--- config.mk ---
export PLATFORM = sky130hd
export DESIGN_NAME = fifo_cache_miss_counter
export DESIGN_NICKNAME = d
export VERILOG_FILES = /design/src/hdl/fcmc_pkg.sv /design/src/hdl/fifo_cache_miss_counter.sv /design/src/hdl/fcmc_cell.sv
export SDC_FILE = /design/constraint.sdc
export NUM_CORES = 2
export LEC_CHECK = 0
export BUFFER_PORTS_ARGS = -buffer_cell sky130_fd_sc_hd__buf_2
export CAP_MARGIN = 40
export CELL_PAD_IN_SITES_DETAIL_PLACEMENT = 1
export CELL_PAD_IN_SITES_GLOBAL_PLACEMENT = 1
export CORE_UTILIZATION = 40
export CTS_CLUSTER_SIZE = 40
export DETAILED_ROUTE_END_ITERATION = 6
export PLACE_DENSITY_LB_ADDON = 0.1
export SYNTH_ARGS = -nofsm -noshare
export SYNTH_HDL_FRONTEND = slang
export SYNTH_SLANG_ARGS = --single-unit
--- constraint.sdc ---
create_clock -name i_clk -period 92.1 [get_ports i_clk]
set_clock_uncertainty 0.2 [all_clocks]
set_input_delay 0 -clock i_clk [delete_from_list [all_inputs] [get_ports i_clk]]
set_output_delay 0 -clock i_clk [all_outputs]
set_load 0.01 [all_outputs]
--- src/hdl/fcmc_pkg.sv ---
// shared types and constants of the fifo cache miss counter
`timescale 1ns / 1ps

package fcmc_pkg;

    // miss counter and result beat layout
    localparam int MISS_W     = 32;
    localparam int CAP_W      = 8;
    localparam int OUT_DATA_W = 40;
    localparam logic [CAP_W-1:0] CAP_RESET = 8'd128;

    // per-cycle commands broadcast along the cell row
    typedef struct packed {
        logic shift;
        logic compare;
    } t_cell_ctl;

endpackage

--- src/hdl/fifo_cache_miss_counter.sv ---
// fully associative key store with fifo replacement and a saturating miss counter
//
// keys arrive on the s_axis channel, one key per beat in tdata. each key is
// compared against every valid entry; a hit leaves the store unchanged, a miss
// bumps the miss counter and inserts the key as the newest entry, dropping the
// oldest once the fill reaches the capacity register. results leave on m_axis:
// tdata bit 0 is the hit flag, bits 32:1 the running miss count.
// capacity is written on the cfg channel (always ready); the user must write it
// only while the block is idle, which the block itself does not enforce;
// values above ENTRIES act as ENTRIES, zero makes every key a miss. entries
// live in a row of cells that shift by one on every insert. an item steps
// through accept, compare in all cells, grouped or of the match bits, update;
// the next key is taken the cycle after the update, so a key is not accepted
// while the previous one is still being compared or updated.
// a finished result waits in the output register; the next key is accepted
// meanwhile, and its update holds until m_axis takes the waiting beat.
// reset empties the store, clears the miss count and sets capacity to 128.
`timescale 1ns / 1ps

module fifo_cache_miss_counter #(
    parameter int ENTRIES  = 128,
    parameter int KEY_BITS = 16
) (
    input  logic                                   i_clk,
    input  logic                                   i_rst_n,
    // s_axis tdata: word_key
    input  logic                                   i_s_axis_tvalid,
    output logic                                   o_s_axis_tready,
    input  logic [((KEY_BITS+7)/8)*8-1:0]          i_s_axis_tdata,
    // m_axis tdata: hit, miss_count, zero fill
    output logic                                   o_m_axis_tvalid,
    input  logic                                   i_m_axis_tready,
    output logic [fcmc_pkg::OUT_DATA_W-1:0]        o_m_axis_tdata,
    // cfg: capacity
    input  logic                                   i_cfg_valid,
    output logic                                   o_cfg_ready,
    input  logic [fcmc_pkg::CAP_W-1:0]             i_cfg_data
);

    localparam int FILL_W = $clog2(ENTRIES + 1);
    localparam int CMP_W  = (FILL_W > fcmc_pkg::CAP_W) ? FILL_W : fcmc_pkg::CAP_W;
    localparam int GRP    = 16;
    localparam int NGRP   = (ENTRIES + GRP - 1) / GRP;
    localparam int MW     = fcmc_pkg::MISS_W;

    localparam logic [1:0] ST_IDLE = 2'd0;
    localparam logic [1:0] ST_CMP  = 2'd1;
    localparam logic [1:0] ST_RED  = 2'd2;
    localparam logic [1:0] ST_UPD  = 2'd3;

    logic [1:0]                  r_state, n_state;
    logic [fcmc_pkg::CAP_W-1:0]  r_cap;
    logic [KEY_BITS-1:0]         r_key;
    logic [FILL_W-1:0]           r_fill, n_fill;
    logic [MW-1:0]               r_misses, n_misses;
    logic [NGRP-1:0]             r_grp;
    logic                        r_out_valid;
    logic                        r_out_hit;
    logic [MW-1:0]               r_out_miss;

    fcmc_pkg::t_cell_ctl         w_ctl;
    logic [KEY_BITS-1:0]         w_keys [ENTRIES];
    logic [ENTRIES-1:0]          w_valid;
    logic [ENTRIES-1:0]          w_match;
    logic [NGRP*GRP-1:0]         w_match_pad;

    logic [CMP_W-1:0]            w_cap_ext, w_cap_eff, w_fill_ext;
    logic                        w_cap_nz, w_hit, w_insert, w_out_free, w_upd_fire;

    // capacity register
    assign o_cfg_ready = 1'b1;
    always_ff @(posedge i_clk) begin
        if (!i_rst_n) begin
            r_cap <= fcmc_pkg::CAP_RESET;
        end else if (i_cfg_valid) begin
            r_cap <= i_cfg_data;
        end
    end

    assign w_cap_ext  = CMP_W'(r_cap);
    assign w_cap_eff  = (w_cap_ext > CMP_W'(ENTRIES)) ? CMP_W'(ENTRIES) : w_cap_ext;
    assign w_cap_nz   = (r_cap != '0);
    assign w_fill_ext = CMP_W'(r_fill);

    assign w_out_free = !r_out_valid || i_m_axis_tready;
    assign w_upd_fire = (r_state == ST_UPD) && w_out_free;
    assign w_hit      = w_cap_nz && (|r_grp);
    assign w_insert   = w_upd_fire && !w_hit && w_cap_nz;

    assign o_s_axis_tready = (r_state == ST_IDLE);

    always_comb begin
        w_ctl.shift   = w_insert;
        w_ctl.compare = (r_state == ST_CMP);
    end

    // fill holds when full or when capacity was lowered below it
    always_comb begin
        n_fill = r_fill;
        if (w_fill_ext < w_cap_eff) begin
            n_fill = r_fill + FILL_W'(1);
        end
    end

    always_comb begin
        n_misses = r_misses;
        if (r_misses != {MW{1'b1}}) begin
            n_misses = r_misses + MW'(1);
        end
    end

    always_comb begin
        n_state = r_state;
        case (r_state)
            ST_IDLE: begin
                if (i_s_axis_tvalid) begin
                    n_state = ST_CMP;
                end
            end
            ST_CMP:  n_state = ST_RED;
            ST_RED:  n_state = ST_UPD;
            ST_UPD: begin
                if (w_out_free) begin
                    n_state = ST_IDLE;
                end
            end
            default: n_state = ST_IDLE;
        endcase
    end

    always_ff @(posedge i_clk) begin
        if (!i_rst_n) begin
            r_state     <= ST_IDLE;
            r_fill      <= '0;
            r_misses    <= '0;
            r_out_valid <= 1'b0;
        end else begin
            r_state <= n_state;
            if (w_insert) begin
                r_fill <= n_fill;
            end
            if (w_upd_fire && !w_hit) begin
                r_misses <= n_misses;
            end
            if (w_upd_fire) begin
                r_out_valid <= 1'b1;
            end else if (i_m_axis_tready) begin
                r_out_valid <= 1'b0;
            end
        end
    end

    always_ff @(posedge i_clk) begin
        if (o_s_axis_tready && i_s_axis_tvalid) begin
            r_key <= i_s_axis_tdata[KEY_BITS-1:0];
        end
        if (w_upd_fire) begin
            r_out_hit  <= w_hit;
            r_out_miss <= w_hit ? r_misses : n_misses;
        end
    end

    // group or of the registered match bits
    always_comb begin
        w_match_pad = '0;
        w_match_pad[ENTRIES-1:0] = w_match;
    end

    always_ff @(posedge i_clk) begin
        if (r_state == ST_RED) begin
            for (int g = 0; g < NGRP; g++) begin
                r_grp[g] <= |w_match_pad[g*GRP +: GRP];
            end
        end
    end

    // cell row, newest entry in cell 0
    for (genvar i = 0; i < ENTRIES; i++) begin : g_cell
        fcmc_cell #(
            .KEY_BITS (KEY_BITS),
            .FILL_W   (FILL_W),
            .INDEX    (i)
        ) u_cell (
            .i_clk       (i_clk),
            .i_rst_n     (i_rst_n),
            .i_ctl       (w_ctl),
            .i_key       (r_key),
            .i_prev_key  ((i == 0) ? r_key : w_keys[(i == 0) ? 0 : i-1]),
            .i_fill_next (n_fill),
            .o_key       (w_keys[i]),
            .o_valid     (w_valid[i]),
            .o_match     (w_match[i])
        );
    end

    assign o_m_axis_tvalid = r_out_valid;
    assign o_m_axis_tdata  = {(fcmc_pkg::OUT_DATA_W - MW - 1)'(0), r_out_miss, r_out_hit};

`ifndef SYNTH
    a_fill_bound: assert property (@(posedge i_clk) disable iff (!i_rst_n)
        r_fill <= FILL_W'(ENTRIES))
        else $error("fill count beyond entry count");

    a_shift_in_upd: assert property (@(posedge i_clk) disable iff (!i_rst_n)
        w_ctl.shift |-> (r_state == ST_UPD) && !w_hit)
        else $error("cell row shifted outside a miss update");

    a_newest_valid: assert property (@(posedge i_clk) disable iff (!i_rst_n)
        w_insert |=> w_valid[0] && (w_keys[0] == $past(r_key)))
        else $error("inserted key not held as newest entry");

    a_miss_mono: assert property (@(posedge i_clk) disable iff (!i_rst_n)
        (r_state != ST_UPD) |=> $stable(r_misses))
        else $error("miss count moved outside an update");
`endif

endmodule

--- src/hdl/fcmc_cell.sv ---
// one entry of the key row: holds a key, its valid flag and a registered match
`timescale 1ns / 1ps

module fcmc_cell #(
    parameter int KEY_BITS = 16,
    parameter int FILL_W   = 8,
    parameter int INDEX    = 0
) (
    input  logic                  i_clk,
    input  logic                  i_rst_n,
    input  fcmc_pkg::t_cell_ctl   i_ctl,
    input  logic [KEY_BITS-1:0]   i_key,
    input  logic [KEY_BITS-1:0]   i_prev_key,
    input  logic [FILL_W-1:0]     i_fill_next,
    output logic [KEY_BITS-1:0]   o_key,
    output logic                  o_valid,
    output logic                  o_match
);

    logic [KEY_BITS-1:0] r_key;
    logic                r_valid;
    logic                r_match;

    // key moves one cell toward the old end on every insert
    always_ff @(posedge i_clk) begin
        if (i_ctl.shift) begin
            r_key <= i_prev_key;
        end
    end

    always_ff @(posedge i_clk) begin
        if (!i_rst_n) begin
            r_valid <= 1'b0;
            r_match <= 1'b0;
        end else begin
            // cells past the fill drop out, which removes the oldest entry
            if (i_ctl.shift) begin
                r_valid <= (FILL_W'(INDEX) < i_fill_next);
            end
            if (i_ctl.compare) begin
                r_match <= r_valid && (r_key == i_key);
            end
        end
    end

    assign o_key   = r_key;
    assign o_valid = r_valid;
    assign o_match = r_match;

endmodule
# Word-level counts from Yosys, hierarchy flattened
# Cells that the tools add are included.
# Widths: inputs -> output; s select.
word_totals:
  elab_cells: 817
  inputBits: 29
  regBits: 2412
  out_inout_bits: 43
op_classes:
  n_reduce_logical: 149
  n_eq_ne: 134
  add_sub_neg: 2
  magnitude_cmp: 130
  n_mux: 9
ops:
  columns: ["op", "count"]
  rows:
  - ["$eq 16x16->1", 128]
  - ["$lt 7x8->1 const A", 64]
  - ["$lt 6x8->1 const A", 32]
  - ["$logic_and 1x1->1", 133]
  - ["$lt 5x8->1 const A", 16]
  - ["$reduce_or 16->1", 8]
  - ["$lt 4x8->1 const A", 8]
  - ["$mux 32", 2]
  - ["$add 32x1->32 const B", 1]
  - ["$lt 3x8->1 const A", 4]
  - ["$ne 32x32->1 const B", 1]
  - ["$lt 1x8->1 const A", 2]
  - ["$lt 2x8->1 const A", 2]
  - ["$mux 8", 2]
  - ["$add 8x1->8 const B", 1]
  - ["$gt 8x8->1 const B", 1]
  - ["$lt 8x8->1", 1]
  - ["$pmux 2 s4", 1]
  - ["$reduce_bool 8->1", 1]
  - ["$reduce_or 8->1", 1]
  - ["$eq 2x2->1 const B", 2]
  - ["$mux 2", 2]
  - ["$ne 2x2->1 const B", 2]
  - ["$eq 2x1->1 const B", 1]
  - ["other kinds (6)", 8]

# Depth between registers and ports, before layout
logic_depth:
  ltp_word: 5
  depth_mapped: 13
  mapped_depth_nobuf: 10

# Hierarchy
# Synthesis repeated with hierarchy kept, for this count alone.
unflattened:
  cells_unflattened: 6498
  hier_area_um2: 99918.3
modules_own_cells:
  columns: ["mod", "cells_per_inst", "seq_area_each_um2", "area_each_um2", "n_inst"]
  rows:
  - ["fcmc_cell (g_cell[102].u_cell ...)", 46, 520.5, 737.0, 13]
  - ["fcmc_cell (g_cell[100].u_cell ...)", 48, 520.5, 739.5, 12]
  - ["fcmc_cell (g_cell[114].u_cell ...)", 46, 520.5, 738.2, 12]
  - ["fcmc_cell (g_cell[101].u_cell ...)", 46, 520.5, 735.7, 12]
  - ["fcmc_cell (g_cell[104].u_cell ...)", 47, 520.5, 740.7, 10]
  - ["fcmc_cell (g_cell[0].u_cell ...)", 46, 520.5, 734.5, 10]
  - ["fcmc_cell (g_cell[103].u_cell ...)", 46, 520.5, 733.2, 10]
  - ["fifo_cache_miss_counter", 550, 2732.6, 5601.6, 1]
  - ["fcmc_cell (g_cell[106].u_cell ...)", 47, 520.5, 742.0, 6]
  - ["fcmc_cell (g_cell[10].u_cell ...)", 47, 520.5, 739.5, 6]
  - ["fcmc_cell (g_cell[105].u_cell ...)", 47, 520.5, 738.2, 5]
  - ["fcmc_cell (g_cell[11].u_cell ...)", 46, 520.5, 732.0, 5]
  - ["fcmc_cell (g_cell[16].u_cell ...)", 46, 520.5, 739.5, 4]
  - ["fcmc_cell (g_cell[36].u_cell ...)", 48, 520.5, 740.7, 3]
  - ["14 more rows", null, null, null, null]

# Worst setup path after synthesis
# OpenSTA, ideal clock, no wires.
synth_timing:
  path_type: "register to register"
  start: "register r_state[0]"
  end: "register g_cell[31].u_cell.r_valid"
  required_time_ns: 91.695
  arrival_ns: 63.655
  setup_slack_ns: 28.040
  period_less_slack_ns: 64.060
  n_path_buf: 1
  setup_ns: 0.205
  path_stages_with_launch: 8
  path_cell_list: "dfxtp_1 > ha_1 > nor2b_1 > nand3_1 > inv_1 > clkbuf_1 > o21ai_0 > a21oi_1"
synth_between:
  elab_chain_len: 4
synth_lines:
  columns: ["element", "line", "text"]
  rows:
  - ["start: declaration", "fifo_cache_miss_counter.sv:51", "logic [1:0] r_state, n_state;"]
  - ["start signal: assignment", "fifo_cache_miss_counter.sv:138", "r_state <= n_state;"]
  - ["$eq 2x2->1", "fifo_cache_miss_counter.sv:86", "assign w_upd_fire = (r_state == ST_UPD) && w_out_free;"]
  - ["$logic_and 1x1->1", "fifo_cache_miss_counter.sv:86", null]
  - ["via w_upd_fire", "fifo_cache_miss_counter.sv:68", "logic w_cap_nz, w_hit, w_insert, w_out_free, w_upd_fire;"]
  - ["$logic_and 1x1->1 (2 in a row)", "fifo_cache_miss_counter.sv:88", "assign w_insert = w_upd_fire && !w_hit && w_cap_nz;"]
  - ["via w_insert", "fifo_cache_miss_counter.sv:68", null]
  - ["end signal: assignment", "fcmc_cell.sv:38", "r_valid <= (FILL_W'(INDEX) < i_fill_next);"]
  - ["end: declaration", "fcmc_cell.sv:21", "logic r_valid;"]
# The timed path passes the listed nets, and every way through them passes these cells.
# A chain may end at the register's enable or synchronous reset.

# Final worst setup path
layout_timing:
  start: "register r_state[0]"
  end: "register g_cell[58].u_cell.r_key[10] (enable)"
layout_between:
  elab_chain_len: 4
layout_lines:
  columns: ["element", "line", "text"]
  rows:
  - ["$eq 2x2->1", "fifo_cache_miss_counter.sv:86", null]
  - ["$logic_and 1x1->1", "fifo_cache_miss_counter.sv:86", null]
  - ["via w_upd_fire", "fifo_cache_miss_counter.sv:68", null]
  - ["$logic_and 1x1->1 (2 in a row)", "fifo_cache_miss_counter.sv:88", null]
  - ["end signal: assignment", "fcmc_cell.sv:27", "r_key <= i_prev_key;"]
  - ["end: declaration", "fcmc_cell.sv:20", "logic [KEY_BITS-1:0] r_key;"]
# The timed path passes the listed nets, and every way through them passes these cells.

==> impl_results.md <==
* Status: complete, no violations
* Synth top area cells: edfxtp_1 (64%), xnor2_1 (18%), dfxtp_1 (6.2%)
* Share of the synthesized area in the top cell type at 0.635
* Leakage at just over 30 nW
* Max-capacitance violation count at 0
* Power Total at 2.69 mW
* I/O Buffers at 63
* Clock root cell: clkbuf_16
* Critical Path Start Type: flop
* CTS H-tree lvls at 5
* Power per cell area at around 24 nW/um2
* Total Wirelength at around 270 mm
* DP Area at ~100000 um2
* Global Route Usage Sum at 0.216
* Setup crit end kind: flop
* Async set or reset register ratio after synthesis at 0
* Row count at ~180
* Count leader, synth: edfxtp_1
* YS warnings at 0
* Design area at 114000 um2
* Synth area leader: edfxtp_1
* Post-synth EDFFs at about 2.1k
* Residual DRC at 0
* DP Wirelength at about 170 mm
* Core area at approximately 250000 um2
* Final core utilization at 0.462
* Yosys reg bits at between 2k and 2.5k
* Clk slew on worst S/H paths at 0.06 ns
* Arrival time worst endpoint at around 6.8 ns
* GP Congestion at 0.783
* VDD IR max at roughly 0.000026 V
* Layout area overhead at 14.5%
* Final hold vios at 0
* Initial Util at 0.403
* Crit path kind: reg2reg
* Pin count of the biggest net entering global routing at 193
* Clock Path Buffers at 4
* CTS tree: yes
* Vias per Instance at approximately 5.3
* Final worst path period share at 0.0690
* HP Class: in2reg
* Mapped Cells at 6658
* CTS Buf Count at 288
* Worst EP required at about 92 ns
* Vias in the first global route at between 50k and 60k
* Worst-Skew Late Latency at ~0.92 ns
* First drt pass iteration count at 5
* Initial DRC count at between 3k and 4k
* Worst Path Max Fanout at between 100 and 150
* DR WL/cell at 26.0 um
* Fillers at between 20k and 25k
* Final min period at about 6.4 ns
* Gr ovfl total at 0
* Layout cell share with drive strength beyond 1 at 0.0901
* Synthesized area per cell at approximately 15 um2
* Worst-margin pin slew at 1.10 ns
* Non-Filler Instances at around 10k
* Die X at roughly 500 um
* # clock sinks at roughly 2.4k
* Inst Count DP at roughly 9.8k
* Sequential share of the synthesized area at 0.697
* Antenna-violating nets left at 0
* I/O pin cnt at between 70 and 80
* Fmax at between 0.15 and 0.2 GHz
* Die ar. at 251000 um2
* Headroom to the max-slew limit at 0.269
* RSZ-0062 raised after global routing: no
* Antenna violations before repair at 3
* Synthesized area at 99500 um2
* Setup total negative slack at 0 ns
* DR vias at approximately 55k
* NumNets Final at slightly below 7k
* Final setup violation count at 0
* Chip Height at around 500 um
* First-pass GRT wire length at roughly 400 mm
* Synth cell types at between 60 and 70
* Top post-synthesis cells by count: edfxtp_1 (2105), xnor2_1 (2083), nand4_1 (539), dfxtp_1 (306), clkbuf_1 (233)
* Top_reg_cell synth: edfxtp_1
* Final Max Tran Viols at 0
==> placed cells by master (no fill, tap or decap), types with 10 or more instances in the layout <==
cell type and instances:
or3_1 15, dfxtp_1 306, clkinv_1 37, nor2_1 113
clkinv_2 44, xor2_1 27, o21ai_1 36, a31oi_1 10
nand4_1 539, mux2i_1 10, clkbuf_16 296, clkbuf_8 33
nand2b_1 131, buf_12 19, edfxtp_1 2105, a21oi_1 201
buf_2 64, buf_4 92, and3_1 11, nand3_1 147
buf_16 15, dlygate4sd3_1 71, o211ai_1 30, a211oi_1 13
nand2_1 178, nor4_1 168, xnor2_1 2082, nor4b_1 11
o21ai_0 59, nor3_1 12, clkbuf_1 74, ha_1 12
==> report_power, final <==
group | internal [mW] | switching (mW)
clock | 0.639 | 0.444
combinational | 0.165 | 0.260
sequential | 1.18 | 0.00379
==> path summary, 6_finish.rpt <==
path | start | endpoint | slack, ns | depth (start not counted)
worst min-delay path | i_s_axis_tdata[3] | r_key[3] | 0.14 | 3
worst min register to register | g_cell[83].u_cell.o_valid | g_cell[83].u_cell.o_valid | 0.24 | 2
worst max register to register | r_state[0] | g_cell[58].u_cell.o_key[10] | 85.74 | 10
worst max-delay path | r_state[0] | g_cell[58].u_cell.o_key[10] | 85.74 | 10
==> routing by layer <==
| layer | up-vias | global-route usage | part of all wire |
|---|---|---|---|
| met1 | 28600 | 0.306 | 0.47 |
| met5 | - | 0 | 0 |
| met4 | 0 | 0.0519 | 0.022 |
| met3 | 368 | 0.0277 | 0.036 |
| met2 | 1001 | 0.352 | 0.48 |
| li1 | 24700 | - | - |
==> flip-flops by register name, indices dropped and copies added, names as in the netlist, 2 cells and up <==
| signal | cells |
|---|---|
| g_cell.u_cell.o_key | 2048 |
| g_cell.u_cell.o_match | 128 |
| g_cell.u_cell.o_valid | 128 |
| r_misses | 32 |
| r_out_miss | 32 |
| r_key | 16 |
| r_cap | 8 |
| r_grp | 8 |
| r_fill | 7 |
| r_state | 2 |
==> timing repair <==
| item | 4_1_cts | 5_1_grt |
|---|---|---|
| setup buffers | 0 | 0 |
| hold endpoints to repair | 158 | 0 |
| hold buffers | 71 | 0 |
| resized for setup | 0 | 0 |
==> logic make-up (layout without fill, tap and decap cells) <==
family	after synthesis	after routing	synth area share
compound gates	394	394	0.0234
xor+xnor	2111	2111	0.186
fa+ha+maj	13	13	0.00163
buf+inv	357	788	0.0141
flops	2411	2411	0.697
mux	12	12	0.00123
other cells	2	9	0.0000755
simple gates	1358	1358	0.0768
==> worst max-delay path: stages (launching register included) <==
cell	delay, ns
dfxtp_1	0.43
ha_1	0.23
nor2b_4	0.15
buf_4	0.46
nand3_4	0.62
inv_8	0.89
buf_4	0.76
buf_4	0.76
buf_4	0.45
buf_4	0.52
buf_12	0.31
==> stage by stage <==
step | setup slack [ns] | hold slack, ns
global route | 85.29 | 0.104
floorplan | 28.04 | -0.101
CTS | 85.64 | 0.0586
finish | 85.74 | 0.139
global placement | 85.01 | -0.0232
detailed placement | 85.65 | -0.0210
==> area by class of cell <==
type / instances / area (um2) / area share
inverters: 11 / 56.3 / 0.000494
well taps: 3312 / 4140 / 0.0364
clock buffers: 403 / 8140 / 0.0714
flip-flops and latches: 2411 / 69300 / 0.609
diodes: 1 / 2.50 / 0.0000220
clock inverters: 100 / 726 / 0.00637
repair buffers: 274 / 2690 / 0.0236
multi-input cells: 3896 / 28800 / 0.253
Note: power is estimated with default switching activity, not from simulation.
